File: config.mk
export PLATFORM = sky130hd
export DESIGN_NAME = button_debounce_autorepeat
export DESIGN_NICKNAME = d
export VERILOG_FILES = /design/src/rtl/bda_pkg.sv /design/src/rtl/button_debounce_autorepeat.sv
export SDC_FILE = /design/constraint.sdc
export NUM_CORES = 1
export LEC_CHECK = 0
export BUFFER_PORTS_ARGS = -buffer_cell sky130_fd_sc_hd__buf_2
export CORE_MARGIN = 1
export CORE_UTILIZATION = 55
export DETAILED_ROUTE_END_ITERATION = 8
export HOLD_SLACK_MARGIN = 0.03
export PLACE_DENSITY = 0.7
export SYNTH_ARGS = -nofsm -noshare
export SYNTH_HDL_FRONTEND = slang
export SYNTH_SLANG_ARGS = --single-unit
export TNS_END_PERCENT = 5
File: constraint.sdc
create_clock -name clock -period 5.8 [get_ports clock]
set_input_delay 0.58 -clock clock [delete_from_list [all_inputs] [get_ports clock]]
set_output_delay 0.58 -clock clock [all_outputs]
set_load 0.1 [all_outputs]
File: src/rtl/bda_pkg.sv
// Shared constants for the button debounce and autorepeat block.
// Tone codes, register indexes and reset values; no dependencies.
`default_nettype none
package bda_pkg;

   localparam int COUNT_BITS_DEFAULT = 16;

   localparam int DIVIDER_W = 8;
   localparam int HOLD_W    = 15;
   localparam int CSR_IDX_W = 2;
   localparam int CSR_DATA_W = 15;
   localparam int TONE_W    = 3;

   localparam logic [DIVIDER_W-1:0] DIVIDER_RESET = 8'd78;
   localparam logic [HOLD_W-1:0]    HOLD_RESET    = 15'd22;
   localparam logic [HOLD_W-1:0]    REPEAT_RESET  = 15'd1;

   localparam logic [CSR_IDX_W-1:0] CSR_SAMPLE_DIVIDER = 2'd0;
   localparam logic [CSR_IDX_W-1:0] CSR_AUTOREPEAT_ON  = 2'd1;
   localparam logic [CSR_IDX_W-1:0] CSR_HOLD_SAMPLES   = 2'd2;
   localparam logic [CSR_IDX_W-1:0] CSR_REPEAT_SAMPLES = 2'd3;

   localparam logic [TONE_W-1:0] TONE_NONE       = 3'd0;
   localparam logic [TONE_W-1:0] TONE_NAV_PRESS  = 3'd1;
   localparam logic [TONE_W-1:0] TONE_NAV_REPEAT = 3'd2;
   localparam logic [TONE_W-1:0] TONE_POWER      = 3'd3;
   localparam logic [TONE_W-1:0] TONE_SELECT     = 3'd4;

endpackage
`default_nettype wire

File: src/rtl/button_debounce_autorepeat.sv
// Button sampler with prescaler, hold counters, autorepeat and beep tone.
// Depends on bda_pkg for register indexes, reset values and tone codes.
// Path: an accepted tick transaction goes through the input register, then the
// result register. Throughput: one tick per cycle; a stalled result holds a tick
// in each register and drops req_ready, which follows rsp_ready.
// Reset: synchronous, active high; registers take their reset values, the
// prescaler loads 78 and hold counters clear. No clearing pass.
`default_nettype none
module button_debounce_autorepeat #(
   parameter int COUNT_BITS = bda_pkg::COUNT_BITS_DEFAULT
) (
   input  wire logic                            clock,
   input  wire logic                            reset,
   input  wire logic                            req_valid,
   output      logic                            req_ready,
   input  wire logic                            req_up_pin_n,
   input  wire logic                            req_down_pin_n,
   input  wire logic                            req_power_pin_n,
   input  wire logic                            req_select_pin_n,
   output      logic                            rsp_valid,
   input  wire logic                            rsp_ready,
   output      logic                            rsp_sampled,
   output      logic                            rsp_up_event,
   output      logic                            rsp_down_event,
   output      logic                            rsp_select_event,
   output      logic                            rsp_power_event,
   output      logic                            rsp_up_held,
   output      logic                            rsp_down_held,
   output      logic                            rsp_select_held,
   output      logic [bda_pkg::TONE_W-1:0]      rsp_beep_tone,
   input  wire logic                            csr_we,
   input  wire logic [bda_pkg::CSR_IDX_W-1:0]   csr_index,
   input  wire logic [bda_pkg::CSR_DATA_W-1:0]  csr_wdata
);
   import bda_pkg::*;

   localparam int SUM_W = (COUNT_BITS > 16) ? COUNT_BITS : 16;

   logic [DIVIDER_W-1:0]  divider_ff;
   logic                  autorepeat_ff;
   logic [HOLD_W-1:0]     hold_ff;
   logic [HOLD_W-1:0]     repeat_ff;

   logic                  in_valid_ff;
   logic [3:0]            in_pins_ff;
   logic                  advance;

   logic [DIVIDER_W-1:0]  prescale_ff, prescale_in, prescale_dec;
   logic [COUNT_BITS-1:0] up_cnt_ff, up_cnt_in;
   logic [COUNT_BITS-1:0] down_cnt_ff, down_cnt_in;
   logic [COUNT_BITS-1:0] sel_cnt_ff, sel_cnt_in;
   logic                  power_was_ff, power_was_in;

   logic                  sample;
   logic                  up_p, down_p, power_p, sel_p;
   logic                  up_press, up_rep, down_press, down_rep;
   logic                  sel_press, sel_rep, pow_ev;
   logic [TONE_W-1:0]     tone;
   logic [SUM_W:0]        limit;

   logic                  rsp_valid_ff;
   logic                  sampled_ff, up_ev_ff, down_ev_ff, sel_ev_ff, pow_ev_ff;
   logic                  up_held_ff, down_held_ff, sel_held_ff;
   logic [TONE_W-1:0]     tone_ff;

   function automatic logic is_rep(input logic [COUNT_BITS-1:0] cnt, input logic pressed);
      is_rep = pressed && autorepeat_ff && (SUM_W'(cnt) == SUM_W'(hold_ff));
   endfunction

   function automatic logic [COUNT_BITS-1:0] hold_next(input logic [COUNT_BITS-1:0] cnt,
                                                       input logic pressed);
      logic [COUNT_BITS-1:0] inc;
      logic [SUM_W-1:0]      hold_ext;
      inc      = cnt + 1'b1;
      hold_ext = SUM_W'(hold_ff);
      if (!pressed) begin
         hold_next = '0;
      end else if ((SUM_W+1)'(inc) > limit) begin
         hold_next = hold_ext[COUNT_BITS-1:0];
      end else begin
         hold_next = inc;
      end
   endfunction

   always_ff @(posedge clock) begin
      if (reset) begin
         divider_ff    <= DIVIDER_RESET;
         autorepeat_ff <= 1'b0;
         hold_ff       <= HOLD_RESET;
         repeat_ff     <= REPEAT_RESET;
      end else if (csr_we) begin
         unique case (csr_index)
            CSR_SAMPLE_DIVIDER: divider_ff    <= csr_wdata[DIVIDER_W-1:0];
            CSR_AUTOREPEAT_ON:  autorepeat_ff <= csr_wdata[0];
            CSR_HOLD_SAMPLES:   hold_ff       <= csr_wdata[HOLD_W-1:0];
            CSR_REPEAT_SAMPLES: repeat_ff     <= csr_wdata[HOLD_W-1:0];
            default:            divider_ff    <= divider_ff;
         endcase
      end
   end

   assign advance   = in_valid_ff && (!rsp_valid_ff || rsp_ready);
   assign req_ready = !in_valid_ff || advance;

   always_ff @(posedge clock) begin
      if (reset) begin
         in_valid_ff <= 1'b0;
      end else if (req_ready) begin
         in_valid_ff <= req_valid;
      end
   end

   always_ff @(posedge clock) begin
      if (req_valid && req_ready) begin
         in_pins_ff <= {req_select_pin_n, req_power_pin_n, req_down_pin_n, req_up_pin_n};
      end
   end

   assign up_p    = !in_pins_ff[0];
   assign down_p  = !in_pins_ff[1];
   assign power_p = !in_pins_ff[2];
   assign sel_p   = !in_pins_ff[3];

   assign prescale_dec = prescale_ff - 1'b1;
   assign sample       = (prescale_dec == '0);
   assign limit        = (SUM_W+1)'(hold_ff) + (SUM_W+1)'(repeat_ff);

   assign down_press = down_p && (down_cnt_ff == '0);
   assign down_rep   = is_rep(down_cnt_ff, down_p);
   assign up_press   = up_p && (up_cnt_ff == '0);
   assign up_rep     = is_rep(up_cnt_ff, up_p);
   assign sel_press  = sel_p && (sel_cnt_ff == '0);
   assign sel_rep    = is_rep(sel_cnt_ff, sel_p);
   assign pow_ev     = power_p && !power_was_ff;

   always_comb begin
      tone = TONE_NONE;
      if (down_press) begin
         tone = TONE_NAV_PRESS;
      end
      if (down_rep) begin
         tone = TONE_NAV_REPEAT;
      end
      if (up_press) begin
         tone = TONE_NAV_PRESS;
      end
      if (up_rep) begin
         tone = TONE_NAV_REPEAT;
      end
      if (pow_ev) begin
         tone = TONE_POWER;
      end
      if (sel_press) begin
         tone = TONE_SELECT;
      end
   end

   always_comb begin
      prescale_in  = prescale_ff;
      up_cnt_in    = up_cnt_ff;
      down_cnt_in  = down_cnt_ff;
      sel_cnt_in   = sel_cnt_ff;
      power_was_in = power_was_ff;
      if (advance) begin
         prescale_in = prescale_dec;
         if (sample) begin
            prescale_in  = divider_ff;
            up_cnt_in    = hold_next(up_cnt_ff, up_p);
            down_cnt_in  = hold_next(down_cnt_ff, down_p);
            sel_cnt_in   = hold_next(sel_cnt_ff, sel_p);
            power_was_in = power_p;
         end
      end
   end

   always_ff @(posedge clock) begin
      if (reset) begin
         prescale_ff  <= DIVIDER_RESET;
         up_cnt_ff    <= '0;
         down_cnt_ff  <= '0;
         sel_cnt_ff   <= '0;
         power_was_ff <= 1'b0;
      end else begin
         prescale_ff  <= prescale_in;
         up_cnt_ff    <= up_cnt_in;
         down_cnt_ff  <= down_cnt_in;
         sel_cnt_ff   <= sel_cnt_in;
         power_was_ff <= power_was_in;
      end
   end

   always_ff @(posedge clock) begin
      if (reset) begin
         rsp_valid_ff <= 1'b0;
      end else if (advance) begin
         rsp_valid_ff <= 1'b1;
      end else if (rsp_ready) begin
         rsp_valid_ff <= 1'b0;
      end
   end

   always_ff @(posedge clock) begin
      if (advance) begin
         sampled_ff   <= sample;
         up_ev_ff     <= sample && (up_press || up_rep);
         down_ev_ff   <= sample && (down_press || down_rep);
         sel_ev_ff    <= sample && (sel_press || sel_rep);
         pow_ev_ff    <= sample && pow_ev;
         up_held_ff   <= sample && up_p;
         down_held_ff <= sample && down_p;
         sel_held_ff  <= sample && sel_p;
         tone_ff      <= sample ? tone : TONE_NONE;
      end
   end

   assign rsp_valid        = rsp_valid_ff;
   assign rsp_sampled      = sampled_ff;
   assign rsp_up_event     = up_ev_ff;
   assign rsp_down_event   = down_ev_ff;
   assign rsp_select_event = sel_ev_ff;
   assign rsp_power_event  = pow_ev_ff;
   assign rsp_up_held      = up_held_ff;
   assign rsp_down_held    = down_held_ff;
   assign rsp_select_held  = sel_held_ff;
   assign rsp_beep_tone    = tone_ff;

   a_quiet_tick: assert property (@(posedge clock) disable iff (reset)
      rsp_valid && !rsp_sampled |-> !rsp_up_event && !rsp_down_event &&
      !rsp_select_event && !rsp_power_event && rsp_beep_tone == TONE_NONE)
      else $error("non-sample tick carries an event");

   a_event_held: assert property (@(posedge clock) disable iff (reset)
      rsp_valid && (rsp_up_event || rsp_down_event || rsp_select_event) |->
      (!rsp_up_event || rsp_up_held) && (!rsp_down_event || rsp_down_held) &&
      (!rsp_select_event || rsp_select_held))
      else $error("event without held button");

   a_power_edge: assert property (@(posedge clock) disable iff (reset)
      advance && sample && pow_ev |=> power_was_ff && rsp_power_event)
      else $error("power edge not recorded");

   a_release_clears: assert property (@(posedge clock) disable iff (reset)
      advance && sample && !up_p |=> up_cnt_ff == '0)
      else $error("up counter not cleared on release");

endmodule
`default_nettype wire

## Word-level counts from Yosys, hierarchy flattened

Index checks and enable logic that the tools add are counted.

- Register bits: 113
- Output and inout port bits: 13

- $add $sub $neg: 5
- Order comparisons: 3
- Equality and inequality tests: 6
- Multiplexer cells: 15
- Bitwise operators: 1
- Reductions and logical operators: 43

Operator list:

| operator | count |
|---|---|
| two-way mux 16 bit | 6 |
| adder 16 x 1 -> 16 bit (second input constant) | 3 |
| == test 16 x 15 -> 1 bit | 3 |
| greater-than comparator 16 bit | 3 |
| zero test 16 bit | 3 |
| logical AND 1 bit | 19 |
| adder 15 x 15 -> 16 bit | 1 |
| two-way mux 3 bit | 5 |
| AND reduction 2 bit | 5 |
| zero test 8 bit | 1 |
| two-way mux 8 bit | 1 |
| subtractor 8 x 1 -> 8 bit (second input constant) | 1 |
| zero test 1 bit | 7 |
| logical OR 1 bit | 5 |
| == test 2 bit (second input constant) | 2 |
| two-way mux 1 bit | 3 |
| == test 2 x 1 -> 1 bit (second input constant) | 1 |
| zero test 2 bit | 1 |
| nonzero test 2 bit | 1 |
| OR reduction 2 bit | 1 |
| NOT 1 bit | 1 |

## Logic depth before layout (Yosys ltp)

- Depth in word-level cells: 8
- Gate-level depth with buffers: 21
- Gate-level depth less buffers: 20

## Worst setup path after synthesis

OpenSTA, ideal clock, no wires.

- Path type: register to register
- Start point: register hold_ff[0]
- End point: register up_cnt_ff[5]
- Setup time: 129 ps
- Arrival time: 4319 ps
- Required time: 5671 ps
- Setup slack: 1352 ps
- Cell stages (with the launch flop): 22
- Buffers on the path: 1
- Cell sequence: dfxtp_1 -> ha_1 -> fa_1 -> a21o_1 -> a221o_1 -> a311oi_4 -> o21bai_1 -> a21o_1 -> a21o_1 -> a21oi_1 -> xor2_1 -> ha_1 -> and4_1 -> and2_1 -> o31ai_1 -> a31oi_1 -> o211ai_1 -> a31oi_4 -> buf_2 -> nor3_1 -> a21oi_1 -> o22ai_1

- Longest elaborated chain between the ends: 4

RTL lines:

| item | line | RTL |
|---|---|---|
| from (decl) | button_debounce_autorepeat.sv:41 | `logic [HOLD_W-1:0] hold_ff;` |
| from (signal assigned) | button_debounce_autorepeat.sv:95 | `CSR_HOLD_SAMPLES: hold_ff <= csr_wdata[HOLD_W-1:0];` |
| adder 15 x 15 -> 16 bit | button_debounce_autorepeat.sv:126 | `assign limit = (SUM_W+1)'(hold_ff) + (SUM_W+1)'(repeat_ff);` |
| greater-than comparator 16 bit | button_debounce_autorepeat.sv:78 | `end else if ((SUM_W+1)'(inc) > limit) begin` |
| two-way mux 16 bit | button_debounce_autorepeat.sv:78 |  |
| two-way mux 16 bit | button_debounce_autorepeat.sv:76 | `if (!pressed) begin` |
| to (signal assigned) | button_debounce_autorepeat.sv:185 | `up_cnt_ff <= up_cnt_in;` |
| to (decl) | button_debounce_autorepeat.sv:49 | `logic [COUNT_BITS-1:0] up_cnt_ff, up_cnt_in;` |

No other way between the ends.
A chain may end at the register's enable or synchronous reset.

## Worst setup path in the final report

Ends and elaborated chain as after synthesis.

==> results.txt <==
----------------------------------------------------
[Clock network]
  Post-CTS sizing ... 0
  CTS hold repair buffers ... 0
  Root Buffer Master ... sky130_fd_sc_hd__clkbuf_16
  Clock Path Buffers ... 2
  Number of H-tree levels ... 4
  Clk Latency, worst-skew pair ... 0.42 ns
  TritonCTS clock tree ... done
  Setup bufs post-CTS ... 0
  Clock tree sinks ... 113
  Total clock buffers created by CTS ... 17
  Register clock-pin slew on the reported worst setup and hold paths ... 0.05 ns

[Power and ir drop]
  Power per unit of standard cell area ... 234 mW/mm^2
  Worst voltage drop across the vdd grid ... 0.000216 V
  Leakage power figure ... 0.00357 uW

[Run status]
  Run status ... completed

[Cells and area]
  Number of antenna cells inserted ... 0
  Layout cell share with drive strength beyond 1 ... 0.111
  Commonest non-fill, non-tap cell in the layout ... sky130_fd_sc_hd__nand2_1
  Final-stage net count ... 1088
  Commonest cells after routing, fill and taps aside ... sky130_fd_sc_hd__nand2_1 (147), sky130_fd_sc_hd__dfxtp_1 (98), sky130_fd_sc_hd__xnor2_1 (70), sky130_fd_sc_hd__a21oi_1 (68), sky130_fd_sc_hd__ha_1 (65)
  Final core utilization ... 0.625
  Synth-to-Final Area Change ... 11.2%
  Total area of multi-input combinational cells ... 0.00535 mm^2
  Final non-filler cell total ... 1191
  Fill count ... 1293
  Register Area ... 0.00241 mm^2

[Yosys]
  Ys async rst share ... 0
  Most frequently used flop master after synthesis ... sky130_fd_sc_hd__dfxtp_1
  Netlist Area Pre-Place ... 0.00813 mm^2
  Mapped Avg Cell Area ... 8.23 um^2
  Yosys synthesis warning count ... 0
  Multiplexer share of the synthesized area ... 0.0320
  Synth Area in XOR/XNOR ... 0.115
  Synthesized net count ... 1080
  Number of unique standard cell types used by synthesis ... 64
  Share of synthesized cell area in and, or, nand and nor gates ... 0.241
  Complex-gate fraction of the synthesized area ... 0.165
  Main combinational cell family by area after synthesis ... simple AND/OR/NAND/NOR gates
  Number of enable flip-flop cells after synthesis ... 15
  Register bit count reported by yosys ... 113
  Seq/Total Area, Yosys ... 0.297
  Fraction of the mapped netlist area in adder cells ... 0.105
  Cell count after synthesis ... 988

[Placement]
  Placer Congestion ... 0.913
  Port Buf Inserts ... 38
  Instance count after placement with tap cells included ... 1161
  HPWL Detailed ... 16.0 mm

[Critical path]
  Critical-path cell with the highest stage delay ... sky130_fd_sc_hd__a31oi_4
  Series of cell instances along the critical path ... ha_1 > fa_1 > a21o_1 > a221o_1 > a311oi_4 > o21bai_1 > a21o_1 > a21o_1 > a21oi_1 > xor2_1 > ha_1 > and4_1 > and2_1 > o31ai_1 > a31oi_1 > o211ai_1 > a31oi_4 > nor2_1 > a21oi_1 > o22ai_1
  Data required time at the worst endpoint ... 6.08 ns
  Most frequent cell on the critical path ... sky130_fd_sc_hd__a21o_1
  Delay of the slowest critical-path stage ... 0.74 ns
  Worst Path Buf+Inv ... 0
  Kind of end point of the critical path ... flop
  Worst Setup Path Type ... reg2reg
  Crit Path Max Fanout ... 26
  Crit path DAT ... 5.43 ns
  Startpoint kind of the worst setup timing path ... flop
  Top delay family on crit path ... compound AO/OA/AOI/OAI gates

[Timing]
  Worst clock skew ... 0.00585 ns
  Pins over their slew limit ... 0
  Max-slew headroom at the worst pin ... 0.260
  Crit share post-route ... 0.887
  Setup repair after global routing missed its margin ... false
  Post-layout min period ... 5.15 ns
  Number of endpoints failing setup at the final stage ... 0
  Hold violation total from the final report ... 0
  Post-Route Setup TNS ... 0 ns
  Tightest Pin Transition ... 1.11 ns
  Fmax ... 194 MHz

[Drt]
  Count of routing violations after the opening detailed-route iteration ... 709
  Per-cell via count in the routed design ... 6.24
  WL per Instance ... 19.7 um
  DRC Markers ... 0
  Number of vias in the routed layout ... 7431
  Post-detailed-routing wire length ... 23.4 mm
  Antenna Nets Post-Route ... 0
  First-pass DRT Iterations ... 5

[Worst hold path]
  Worst min path class ... in2reg

[Global routing]
  First-pass GRT wire length ... 36.5 mm
  Number of global-route vias before repair ... 6906
  Initial antenna violation count ... 0
  Largest net degree at the start of global routing ... 74
  Global-route usage over all layers ... 0.320
  Total congestion overflow after global routing ... 0

[Die]
  Horizontal extent of the die ... 124 um
  Initial core utilization ... 0.562
  Die area ... 0.0153 mm^2
  # IOs ... 39
  Core box area ... 0.0145 mm^2
  Vertical die dimension ... 124 um
  Num rows ... 44

[Run]
  Max-cap check violation count ... 0

----------------------------------------------------
cell usage after synthesis (14+ instances only):
cell	n	share of area
sky130_fd_sc_hd__nor2_1	53	0.024
sky130_fd_sc_hd__a21oi_1	68	0.042
sky130_fd_sc_hd__xnor2_1	70	0.075
sky130_fd_sc_hd__nand3_1	28	0.017
sky130_fd_sc_hd__inv_1	21	0.0097
sky130_fd_sc_hd__mux2i_1	26	0.032
sky130_fd_sc_hd__nor4_1	16	0.012
sky130_fd_sc_hd__nor3_1	20	0.012
sky130_fd_sc_hd__nor2b_1	14	0.011
sky130_fd_sc_hd__nand2_1	147	0.068
sky130_fd_sc_hd__nand4_1	28	0.022
sky130_fd_sc_hd__edfxtp_1	15	0.055
sky130_fd_sc_hd__clkbuf_1	63	0.029
sky130_fd_sc_hd__nand2b_1	17	0.013
sky130_fd_sc_hd__xor2_1	21	0.023
sky130_fd_sc_hd__a211o_1	16	0.017
sky130_fd_sc_hd__dfxtp_1	98	0.24
sky130_fd_sc_hd__o21ai_0	28	0.017
sky130_fd_sc_hd__ha_1	65	0.10
state kept, by name (all words and copies together), names as in the netlist:
signal / count
autorepeat_ff: 1
divider_ff: 8
down_cnt_ff: 16
hold_ff: 15
in_pins_ff: 4
in_valid_ff: 1
power_was_ff: 1
prescale_ff: 8
repeat_ff: 15
rsp_beep_tone: 3
rsp_down_event: 1
rsp_down_held: 1
rsp_power_event: 1
rsp_sampled: 1
rsp_select_event: 1
rsp_select_held: 1
rsp_up_event: 1
rsp_up_held: 1
rsp_valid: 1
sel_cnt_ff: 16
up_cnt_ff: 16
stage by stage:
stage                     setup WS (ns)  area, um^2  hold WS, ns  power [uW]
after CTS                         0.684        9050        0.327        2120
after global placement            0.813        8450        0.448        1060
after floorplan                    1.35        8130        0.423         990
after detailed placement          0.708        8450        0.451        1060
after global routing              0.260        9050        0.331        2180
final                             0.653        9050        0.335        2110
power breakdown:
part	internal, uW	switching (uW)
clock	688	374
combinational	76.9	149
sequential	810	14.2
total	1580	538
layout make-up:
class                   count  share of cell area
clock buffers              22              0.0549
repair buffers             63              0.0418
well taps                 184              0.0254
clock inverters             8              0.0112
flip-flops and latches    113               0.267
multi-input cells         780               0.591
inverters                  21             0.00871
logic make-up after synthesis:
group,Yosys count
flops,113
xor+xnor,97
mux,26
fa+ha+maj,68
simple gates,388
buf+inv,95
compound gates,201
layer usage:
metal  track usage  wire length (um)  vias to the layer above
met3        0.0710              1600                       85
met1         0.409             10100                     3512
met5             0                 0                        -
li1              -                 -                     3561
met4         0.161              1160                        0
met2         0.504             10500                      273
worst paths after layout:
path	startpoint	to	slack, ns	cells past startpoint
worst max-delay path	hold_ff[0]	up_cnt_ff[5]	0.65	20
worst min-delay path	req_power_pin_n	in_pins_ff[2]	0.34	1
worst max register to register	hold_ff[0]	up_cnt_ff[5]	0.65	20
worst min register to register	repeat_ff[9]	repeat_ff[9]	0.46	2
Note: power is estimated with default switching activity, not from simulation.
